$ cat src/rtl/core/sfbp_pkg.sv
`default_nettype none
// ----------------------------------------------------------------------------
// sfbp_pkg: shared types and constants of the song field bit packer
// Record opcodes, result kinds, field widths, and the bit chunk that travels
// from the classifier to the packing engine.
// ----------------------------------------------------------------------------
package sfbp_pkg;

    localparam int RAW_W     = 13;
    localparam int TRACK_W   = 6;
    localparam int NOTE_W    = 7;
    localparam int NIB_W     = 4;
    localparam int BYTE_W    = 8;
    localparam int CNT_W     = 16;

    // Widest record is a track line: 3 flags + 7 + 4 + 4 + 8 bits.
    localparam int CHUNK_W   = 26;
    localparam int LEN_W     = 5;
    localparam int PEND_W    = 7;
    localparam int PCNT_W    = 3;
    localparam int ACC_W     = CHUNK_W + PEND_W;
    localparam int TOTAL_W   = 6;
    localparam int WORK_W    = 32;
    localparam int LEFT_W    = 3;

    localparam int Q_DEPTH   = 2;
    localparam int Q_PTR_W   = (Q_DEPTH > 1) ? $clog2(Q_DEPTH) : 1;
    localparam int Q_CNT_W   = $clog2(Q_DEPTH + 1);

    localparam logic [3:0] RAW_MAX_WIDTH = 4'd13;

    typedef enum logic [2:0] {
        OP_RAW   = 3'd0,
        OP_SONG  = 3'd1,
        OP_INSTR = 3'd2,
        OP_TRACK = 3'd3,
        OP_ALIGN = 3'd4
    } sfbp_op_t;

    localparam logic KIND_DATA   = 1'b0;
    localparam logic KIND_OFFSET = 1'b1;

    typedef struct packed {
        logic                is_align;
        logic [CHUNK_W-1:0]  bits;
        logic [LEN_W-1:0]    len;
    } sfbp_chunk_t;

    typedef struct packed {
        logic [Q_CNT_W-1:0]  count;
        logic                full;
    } sfbp_qstat_t;

endpackage
`default_nettype wire

$ cat src/rtl/core/song_field_bit_packer.sv
`default_nettype none
// A taken record passes the chunk queue and then the output register. The output
// moves one word per cycle while out_stall is low; a record yields one to four words,
// or none, and the packing engine takes the next record as the last of these goes out.
// A two-entry chunk queue lets the input keep taking records while the output is stalled.
// Reset (rst_n, asynchronous, active low) empties the queue and clears the partial
// byte, its bit count and the running byte count.
// ----------------------------------------------------------------------------
// song_field_bit_packer: LSB-first bit packer for song records
// The front classifies each record into a bit chunk of up to 26 bits (or an
// align marker) and queues it. The back merges each chunk into the pending
// partial byte and sends full bytes, one word per cycle while not stalled,
// through an output register. Align flushes the partial byte with zero padding
// and then reports the byte count, which saturates at its all-ones value.
// ----------------------------------------------------------------------------
module song_field_bit_packer
    import sfbp_pkg::*;
(
    input  wire logic                clk,
    input  wire logic                rst_n,
    input  wire logic                in_valid,
    output logic                     in_stall,
    input  wire logic [2:0]          opcode,
    input  wire logic [RAW_W-1:0]    raw_value,
    input  wire logic [3:0]          raw_width,
    input  wire logic [TRACK_W-1:0]  track_num,
    input  wire logic [NIB_W-1:0]    transpose,
    input  wire logic [NOTE_W-1:0]   note,
    input  wire logic [NIB_W-1:0]    instrument,
    input  wire logic [BYTE_W-1:0]   command,
    input  wire logic [BYTE_W-1:0]   param,
    output logic                     out_valid,
    input  wire logic                out_stall,
    output logic                     kind,
    output logic [CNT_W-1:0]         value,
    output logic                     last
);

    sfbp_chunk_t  front_chunk;
    logic         front_keep;
    logic         q_push;
    sfbp_chunk_t  q_head;
    logic         q_head_valid;
    logic         q_pop;
    sfbp_qstat_t  q_stat;

    // The classifier is combinational; a taken record enters the queue at
    // the same edge. Records that put no bits (unknown opcodes, empty raw
    // fields) are taken and simply not queued.
    sfbp_front u_front (
        .opcode      (opcode),
        .raw_value   (raw_value),
        .raw_width   (raw_width),
        .track_num   (track_num),
        .transpose   (transpose),
        .note        (note),
        .instrument  (instrument),
        .command     (command),
        .param       (param),
        .chunk       (front_chunk),
        .keep        (front_keep)
    );

    // The input stalls only while the queue is full, which depends on
    // registered state alone.
    assign in_stall = q_stat.full;
    assign q_push   = in_valid && !in_stall && front_keep;

    sfbp_queue u_queue (
        .clk        (clk),
        .rst_n      (rst_n),
        .push       (q_push),
        .push_data  (front_chunk),
        .pop        (q_pop),
        .head       (q_head),
        .head_valid (q_head_valid),
        .stat       (q_stat)
    );

    // The packing engine pulls the next chunk in the cycle its last word
    // for the current one moves into the output register.
    sfbp_back u_back (
        .clk        (clk),
        .rst_n      (rst_n),
        .head       (q_head),
        .head_valid (q_head_valid),
        .pop        (q_pop),
        .out_valid  (out_valid),
        .out_stall  (out_stall),
        .kind       (kind),
        .value      (value),
        .last       (last)
    );

`ifndef SYNTHESIS
    // A section offset always closes the words of its align record.
    a_offset_is_last: assert property (@(posedge clk) disable iff (!rst_n)
        out_valid && (kind == KIND_OFFSET) |-> last)
        else $error("section offset word without last");

    // A packed data word carries a single byte.
    a_data_is_byte: assert property (@(posedge clk) disable iff (!rst_n)
        out_valid && (kind == KIND_DATA) |-> (value[CNT_W-1:BYTE_W] == '0))
        else $error("data word wider than a byte");

    // The engine never pulls from an empty queue.
    a_no_pop_empty: assert property (@(posedge clk) disable iff (!rst_n)
        q_pop |-> (q_stat.count != '0))
        else $error("chunk queue popped while empty");
`endif

endmodule
`default_nettype wire

$ cat src/rtl/core/sfbp_front.sv
`default_nettype none
// ----------------------------------------------------------------------------
// sfbp_front: record classifier
// Turns one input record into an LSB-first bit chunk with its length, or an
// align marker. Records that put no bits are dropped here.
// ----------------------------------------------------------------------------
module sfbp_front
    import sfbp_pkg::*;
(
    input  wire logic [2:0]          opcode,
    input  wire logic [RAW_W-1:0]    raw_value,
    input  wire logic [3:0]          raw_width,
    input  wire logic [TRACK_W-1:0]  track_num,
    input  wire logic [NIB_W-1:0]    transpose,
    input  wire logic [NOTE_W-1:0]   note,
    input  wire logic [NIB_W-1:0]    instrument,
    input  wire logic [BYTE_W-1:0]   command,
    input  wire logic [BYTE_W-1:0]   param,
    output sfbp_chunk_t              chunk,
    output logic                     keep
);

    logic [3:0]          raw_w;
    logic [RAW_W-1:0]    raw_mask;
    logic                has_tr;
    logic                has_note;
    logic                has_inst;
    logic [NIB_W-1:0]    cmd_id;
    logic                has_cmd;
    logic [CHUNK_W-1:0]  tl_bits;
    logic [LEN_W-1:0]    tl_pos;

    always_comb
    begin
        raw_w    = (raw_width > RAW_MAX_WIDTH) ? RAW_MAX_WIDTH : raw_width;
        raw_mask = ~({RAW_W{1'b1}} << raw_w);
        has_tr   = (transpose != '0);
        has_note = (note != '0);
        has_inst = (instrument != '0);
        cmd_id   = command[NIB_W-1:0];
        has_cmd  = (cmd_id != '0);
    end

    // Track line: three presence flags, then each present field in turn.
    always_comb
    begin
        tl_bits = {{(CHUNK_W-3){1'b0}}, has_cmd, has_inst, has_note};
        tl_pos  = LEN_W'(3);
        if (has_note)
        begin
            tl_bits = tl_bits | (CHUNK_W'(note) << tl_pos);
            tl_pos  = tl_pos + LEN_W'(NOTE_W);
        end
        if (has_inst)
        begin
            tl_bits = tl_bits | (CHUNK_W'(instrument) << tl_pos);
            tl_pos  = tl_pos + LEN_W'(NIB_W);
        end
        if (has_cmd)
        begin
            tl_bits = tl_bits | (CHUNK_W'(cmd_id) << tl_pos);
            tl_pos  = tl_pos + LEN_W'(NIB_W);
            tl_bits = tl_bits | (CHUNK_W'(param) << tl_pos);
            tl_pos  = tl_pos + LEN_W'(BYTE_W);
        end
    end

    always_comb
    begin
        chunk.is_align = 1'b0;
        chunk.bits     = '0;
        chunk.len      = '0;
        keep           = 1'b0;
        case (opcode)
            OP_RAW:
            begin
                chunk.bits = CHUNK_W'(raw_value & raw_mask);
                chunk.len  = LEN_W'(raw_w);
                keep       = (raw_w != '0);
            end
            OP_SONG:
            begin
                chunk.bits = CHUNK_W'({transpose & {NIB_W{has_tr}}, track_num, has_tr});
                chunk.len  = has_tr ? LEN_W'(1 + TRACK_W + NIB_W) : LEN_W'(1 + TRACK_W);
                keep       = 1'b1;
            end
            OP_INSTR:
            begin
                chunk.bits = CHUNK_W'({param, command});
                chunk.len  = LEN_W'(2 * BYTE_W);
                keep       = 1'b1;
            end
            OP_TRACK:
            begin
                chunk.bits = tl_bits;
                chunk.len  = tl_pos;
                keep       = 1'b1;
            end
            OP_ALIGN:
            begin
                chunk.is_align = 1'b1;
                keep           = 1'b1;
            end
            default:
            begin
                keep = 1'b0;
            end
        endcase
    end

endmodule
`default_nettype wire

$ cat src/rtl/core/sfbp_queue.sv
`default_nettype none
// ----------------------------------------------------------------------------
// sfbp_queue: chunk queue
// Small register FIFO between the classifier and the packing engine.
// ----------------------------------------------------------------------------
module sfbp_queue
    import sfbp_pkg::*;
(
    input  wire logic         clk,
    input  wire logic         rst_n,
    input  wire logic         push,
    input  sfbp_chunk_t       push_data,
    input  wire logic         pop,
    output sfbp_chunk_t       head,
    output logic              head_valid,
    output sfbp_qstat_t       stat
);

    sfbp_chunk_t          q_mem_reg [Q_DEPTH];
    logic [Q_PTR_W-1:0]   wr_ptr_reg;
    logic [Q_PTR_W-1:0]   wr_ptr_next;
    logic [Q_PTR_W-1:0]   rd_ptr_reg;
    logic [Q_PTR_W-1:0]   rd_ptr_next;
    logic [Q_CNT_W-1:0]   count_reg;
    logic [Q_CNT_W-1:0]   count_next;

    always_comb
    begin
        wr_ptr_next = wr_ptr_reg;
        rd_ptr_next = rd_ptr_reg;
        count_next  = count_reg;
        if (push)
        begin
            wr_ptr_next = (wr_ptr_reg == Q_PTR_W'(Q_DEPTH - 1)) ? '0 : wr_ptr_reg + 1'b1;
        end
        if (pop)
        begin
            rd_ptr_next = (rd_ptr_reg == Q_PTR_W'(Q_DEPTH - 1)) ? '0 : rd_ptr_reg + 1'b1;
        end
        if (push && !pop)
        begin
            count_next = count_reg + 1'b1;
        end
        else if (pop && !push)
        begin
            count_next = count_reg - 1'b1;
        end
    end

    always_ff @(posedge clk or negedge rst_n)
    begin
        if (!rst_n)
        begin
            wr_ptr_reg <= '0;
            rd_ptr_reg <= '0;
            count_reg  <= '0;
        end
        else
        begin
            wr_ptr_reg <= wr_ptr_next;
            rd_ptr_reg <= rd_ptr_next;
            count_reg  <= count_next;
        end
    end

    always_ff @(posedge clk)
    begin
        if (push)
        begin
            q_mem_reg[wr_ptr_reg] <= push_data;
        end
    end

    assign head       = q_mem_reg[rd_ptr_reg];
    assign head_valid = (count_reg != '0);
    assign stat.count = count_reg;
    assign stat.full  = (count_reg == Q_CNT_W'(Q_DEPTH));

endmodule
`default_nettype wire

$ cat src/rtl/core/sfbp_back.sv
`default_nettype none
// ----------------------------------------------------------------------------
// sfbp_back: packing engine
// Merges each chunk into the pending partial byte, then sends the completed
// bytes, and for align the section offset, one word per cycle while the output is free.
// ----------------------------------------------------------------------------
module sfbp_back
    import sfbp_pkg::*;
(
    input  wire logic         clk,
    input  wire logic         rst_n,
    input  sfbp_chunk_t       head,
    input  wire logic         head_valid,
    output logic              pop,
    output logic              out_valid,
    input  wire logic         out_stall,
    output logic              kind,
    output logic [CNT_W-1:0]  value,
    output logic              last
);

    logic [PEND_W-1:0]   pend_bits_reg;
    logic [PEND_W-1:0]   pend_bits_next;
    logic [PCNT_W-1:0]   pend_cnt_reg;
    logic [PCNT_W-1:0]   pend_cnt_next;
    logic [WORK_W-1:0]   work_bytes_reg;
    logic [WORK_W-1:0]   work_bytes_next;
    logic [LEFT_W-1:0]   work_left_reg;
    logic [LEFT_W-1:0]   work_left_next;
    logic                work_off_reg;
    logic                work_off_next;
    logic [CNT_W-1:0]    byte_cnt_reg;
    logic [CNT_W-1:0]    byte_cnt_next;
    logic                out_valid_reg;
    logic                out_valid_next;
    logic                out_kind_reg;
    logic                out_kind_next;
    logic [CNT_W-1:0]    out_value_reg;
    logic [CNT_W-1:0]    out_value_next;
    logic                out_last_reg;
    logic                out_last_next;

    logic                out_free;
    logic                work_busy;
    logic                emit;
    logic                emit_data;
    logic                emit_last;
    logic                load;
    logic [ACC_W-1:0]    acc;
    logic [ACC_W-1:0]    acc_rest;
    logic [TOTAL_W-1:0]  total;

    always_comb
    begin
        out_free  = !out_valid_reg || !out_stall;
        work_busy = (work_left_reg != '0) || work_off_reg;
        emit      = work_busy && out_free;
        emit_data = (work_left_reg != '0);
        emit_last = emit_data ? ((work_left_reg == LEFT_W'(1)) && !work_off_reg) : 1'b1;
        load      = head_valid && (!work_busy || (emit && emit_last));
    end

    // Merge the chunk above the pending bits; whole bytes go to the work
    // register and the leftover bits become the new partial byte.
    always_comb
    begin
        acc      = ACC_W'(pend_bits_reg) | (ACC_W'(head.bits) << pend_cnt_reg);
        total    = TOTAL_W'(pend_cnt_reg) + TOTAL_W'(head.len);
        acc_rest = acc >> {total[TOTAL_W-1:3], 3'b000};
    end

    always_comb
    begin
        pend_bits_next  = pend_bits_reg;
        pend_cnt_next   = pend_cnt_reg;
        work_bytes_next = work_bytes_reg;
        work_left_next  = work_left_reg;
        work_off_next   = work_off_reg;
        if (load)
        begin
            if (head.is_align)
            begin
                work_bytes_next = WORK_W'(pend_bits_reg);
                work_left_next  = (pend_cnt_reg != '0) ? LEFT_W'(1) : '0;
                work_off_next   = 1'b1;
                pend_bits_next  = '0;
                pend_cnt_next   = '0;
            end
            else
            begin
                work_bytes_next = acc[WORK_W-1:0];
                work_left_next  = total[TOTAL_W-1:3];
                work_off_next   = 1'b0;
                pend_bits_next  = acc_rest[PEND_W-1:0];
                pend_cnt_next   = total[PCNT_W-1:0];
            end
        end
        else if (emit)
        begin
            if (emit_data)
            begin
                work_bytes_next = work_bytes_reg >> BYTE_W;
                work_left_next  = work_left_reg - 1'b1;
            end
            else
            begin
                work_off_next = 1'b0;
            end
        end
    end

    always_comb
    begin
        byte_cnt_next = byte_cnt_reg;
        if (emit && emit_data && (byte_cnt_reg != {CNT_W{1'b1}}))
        begin
            byte_cnt_next = byte_cnt_reg + 1'b1;
        end
    end

    always_comb
    begin
        out_valid_next = out_valid_reg;
        out_kind_next  = out_kind_reg;
        out_value_next = out_value_reg;
        out_last_next  = out_last_reg;
        if (out_free)
        begin
            out_valid_next = emit;
            out_kind_next  = emit_data ? KIND_DATA : KIND_OFFSET;
            out_value_next = emit_data ? CNT_W'(work_bytes_reg[BYTE_W-1:0]) : byte_cnt_reg;
            out_last_next  = emit_last;
        end
    end

    always_ff @(posedge clk or negedge rst_n)
    begin
        if (!rst_n)
        begin
            pend_bits_reg <= '0;
            pend_cnt_reg  <= '0;
            work_left_reg <= '0;
            work_off_reg  <= 1'b0;
            byte_cnt_reg  <= '0;
            out_valid_reg <= 1'b0;
        end
        else
        begin
            pend_bits_reg <= pend_bits_next;
            pend_cnt_reg  <= pend_cnt_next;
            work_left_reg <= work_left_next;
            work_off_reg  <= work_off_next;
            byte_cnt_reg  <= byte_cnt_next;
            out_valid_reg <= out_valid_next;
        end
    end

    always_ff @(posedge clk)
    begin
        work_bytes_reg <= work_bytes_next;
        out_kind_reg   <= out_kind_next;
        out_value_reg  <= out_value_next;
        out_last_reg   <= out_last_next;
    end

    assign pop       = load;
    assign out_valid = out_valid_reg;
    assign kind      = out_kind_reg;
    assign value     = out_value_reg;
    assign last      = out_last_reg;

endmodule
`default_nettype wire

$ cat config.mk
export PLATFORM = sky130hd
export DESIGN_NAME = song_field_bit_packer
export DESIGN_NICKNAME = d
export VERILOG_FILES = /design/src/rtl/core/sfbp_pkg.sv /design/src/rtl/core/song_field_bit_packer.sv /design/src/rtl/core/sfbp_front.sv /design/src/rtl/core/sfbp_queue.sv /design/src/rtl/core/sfbp_back.sv
export SDC_FILE = /design/constraint.sdc
export NUM_CORES = 1
export LEC_CHECK = 0
export BUFFER_PORTS_ARGS = -buffer_cell sky130_fd_sc_hd__clkbuf_2
export CELL_PAD_IN_SITES_DETAIL_PLACEMENT = 0
export CELL_PAD_IN_SITES_GLOBAL_PLACEMENT = 1
export CORE_UTILIZATION = 45
export DETAILED_ROUTE_END_ITERATION = 16
export GPL_TIMING_DRIVEN = 0
export PLACE_DENSITY_LB_ADDON = 0.1
export SLEW_MARGIN = 20
export SYNTH_ARGS = -nofsm -noshare
export SYNTH_HDL_FRONTEND = slang
export SYNTH_SLANG_ARGS = --single-unit
$ cat constraint.sdc
create_clock -name clk -period 5.2 [get_ports clk]
set_input_delay 0.52 -clock clk [delete_from_list [all_inputs] [get_ports clk]]
set_output_delay 0.52 -clock clk [all_outputs]
set_load 0.005 [all_outputs]
==> results by group <==
Outcome
  • Status: finished, violations left
  • Failing checks: design-rule violations

Global routing
  • Gr usage total: 0.254
  • Initial antenna violation count: 0
  • Vias in the first global route: roughly 6.7k
  • Grt ovf: 0
  • Largest net degree at the start of global routing: 36
  • Global-route wire length before repair: around 37000 um

Timing
  • Setup Skew: between 0.006 and 0.007 ns
  • Actual slew at the worst max-slew pin: 1.00 ns
  • Slew HR: 0.329
  • Unrepaired setup endpoints after global routing: no
  • Final Hold Vio Count: 0
  • Fin crit period: ~3.8 ns
  • Final setup violation count: 0
  • F_max: about 270 MHz
  • Final Slew Violations: 0
  • Setup TNS: 0 ns
  • Final clock period utilization by the worst path: 0.725

Power
  • Max VDD drop: 0.243 mV
  • Leakage: approximately 3.7 nW
  • Clock network power share: 0.202
  • Switching share of power: 0.388
  • Combinational Power Share: 0.445
  • Total power: between 5 and 6 mW
  • Pwr per Cell Area: 576 nW/um^2
  • Net switching power: roughly 2.2 mW
  • Sequential Power Share: 0.352
  • Internal power: around 3.4 mW

Detailed routing
  • Vias/cell: between 5 and 6
  • Avg WL per Cell: between 20 and 25 um
  • Initial DRC Count: between 400 and 500
  • DR pass1 iterations: 11
  • Number of remaining DRC errors: 1
  • Vias after detailed routing: between 6k and 7k
  • Final ANT Viol Nets: 0
  • Drt total wl: 23400 um

Layout
  • Multi-input gate area: approximately 3800 um^2
  • Final Util: 0.532
  • Fill cells: 1595
  • Nets: approximately 910
  • Area growth, synth to finish: 15.2%
  • Layout cells sized above 1: 0.221
  • Ant diodes: 0
  • FF/Latch Area: around 4300 um^2
  • Largest register FFs: 64

Worst setup path
  • Critical path peak fanout: 10
  • Critical Path End Type: flip-flop
  • Critical R2R Launch: u_back.pend_cnt_reg[1]
  • CP required: roughly 5.5 ns
  • Arr. time, crit path: about 4 ns
  • Crit Path Class: reg2reg
  • Critical path's largest stage delay: approximately 0.80 ns
  • Crit path cell chain: buf_1, inv_1, fa_1, nor2b_1, o21ai_2, xnor2_1, a211oi_1, a311o_1, a211oi_2
  • Startpoint Class: flip-flop
  • CP Launch Point: u_back.pend_cnt_reg[1]
  • Slowest CP cell: xnor2_1

Yosys
  • Synth unique cells: slightly below 70
  • Synth top cells by count: 114 x edfxtp_1, 103 x nand2_1, 66 x nor2_1
  • Top cells by area, synth: edfxtp_1 41%, dfrtp_1 10%, mux4_2 6.7%
  • FFs w/ async S/R, synth: 0.235
  • Share of the synthesized area in the top cell type: 0.409
  • Synth area leader: edfxtp_1
  • Cell Area, Synth: 8360 um^2
  • Post-synth top flop: edfxtp_1
  • Number of synthesis warnings: 0
  • Mean Syn Cell Area: roughly 11 um^2
  • Seq/Total Area, Yosys: 0.514
  • Most frequent cell after synthesis: edfxtp_1
  • Syn Inst Count: ~740
  • Syn Nets: just over 800
  • Number of synthesized flops with an enable pin: about 110
  • Yosys reg bits: 149

CTS
  • Post-cts resize count: 0
  • Clk pin slew, worst setup/hold paths: 0.06 ns
  • CTS Root Buffer Type: clkbuf_16
  • CTS H-tree lvls: 4
  • CTS Sinks: between 100 and 150
  • Postcts setup bufs: 0
  • CTS Buffer Depth: 2
  • CTS Hold Buffers Added: 0
  • CTS tree: yes
  • Clock latency on the worst-skew pair: about 0.42 ns
  • CTS Buf Count: 17

Floorplan
  • Starting Density: 0.462
  • Core Box Area: 18100 um^2
  • Rows: slightly below 50
  • Die ar.: 19100 um^2
  • Die H: roughly 140 um
  • IO Pins: between 80 and 90
  • Die X-Extent: 138 um

Min path
  • Worst hold-check path type: in2async

Placement
  • Dpl hpwl: approximately 18000 um
  • IO buf count: 80
  • GP Congestion: a little over 0.9

Run
  • Max-Cap Viols: 0
-- power groups by stage --
stage               logic, mW  registers, mW  clock network (mW)
finish                   2.47           1.95                1.12
global route             2.68           2.00                1.19
CTS                      2.46           1.96                1.14
detailed placement       2.45           1.98                   0
global placement         2.41           1.97                   0
floorplan                1.72           1.91                   0
-- critical path: cells and delay by family (launching register included) --
kind	cells	cell delay (ns)
compound gates	4	0.85
xor+xnor	1	0.80
buf+inv	2	0.79
fa+ha+maj	1	0.51
flops	1	0.44
simple gates	1	0.29
-- through the flow --
| stage | hold WS [ns] | std cells | setup slack, ns | instance area (um^2) |
|---|---|---|---|---|
| after floorplan | 0.224 | 739 | 2.00 | 8360 |
| after global placement | 0.474 | 1048 | 0.938 | 9050 |
| after detailed placement | 0.499 | 1049 | 1.30 | 9080 |
| after CTS | 0.275 | 1081 | 1.41 | 9620 |
| after global routing | 0.302 | 1081 | 1.20 | 9630 |
| final | 0.252 | 1081 | 1.43 | 9630 |
-- layout make-up --
class                   instances  area share
plain buffers                  42      0.0208
clock buffers                  23      0.0476
clock inverters                 9     0.00858
inverters                      14     0.00546
multi-input cells             534       0.398
flip-flops and latches        149       0.446
well taps                     229      0.0298
repair buffers                 81      0.0437
-- logic make-up (layout without fill, tap and decap cells) --
family                     count (synthesis)  after routing  share of synthesized area
DFF                                      149            149                      0.514
AOI/OAI and AO/OA                        159            159                      0.126
xor gates and xnor gates                  28             28                     0.0302
muxes                                     88             88                      0.151
adders and majority gates                  9              9                     0.0144
buffers and inverters                     56            169                     0.0302
and+or+nand+nor                          250            250                      0.135
-- final timing paths --
kind                       cells after the start                      end  slack (ns)
min                                            1  u_back.byte_cnt_reg[15]        0.25
max reg2reg                                    9  u_back.pend_bits_reg[5]        1.43
max                                            9  u_back.pend_bits_reg[5]        1.43
min reg2reg                                    1  u_back.byte_cnt_reg[12]        0.51
max in group asynchronous                      1  u_back.pend_bits_reg[6]        4.34
min in group clk                               3  u_queue.q_mem_reg[1][7]        0.45
-- layer usage --
layer	vias to the layer above	global-route usage	part of all wire
met5	-	0	0
met4	0	0.130	0.038
met3	54	0.0329	0.034
met2	212	0.438	0.50
met1	3136	0.314	0.43
li1	2987	-	-
-- cells in the final DEF, fill, tap and decap left out, types with 9 or more instances in the layout --
cell	Yosys	routed
and2_1	12	11
inv_1	14	14
nand3_1	11	11
clkbuf_1	25	30
dfrtp_1	35	35
and3_1	12	12
mux2_2	26	26
mux2i_1	33	33
clkbuf_16	0	17
mux4_2	25	25
edfxtp_1	114	114
clkbuf_2	1	81
nand2_1	103	102
a21oi_1	34	34
nor3_1	14	13
xnor2_1	19	19
a31oi_1	9	9
o21ai_0	51	51
nor2_1	66	65
No activity file was read; power rests on OpenSTA's default activity.
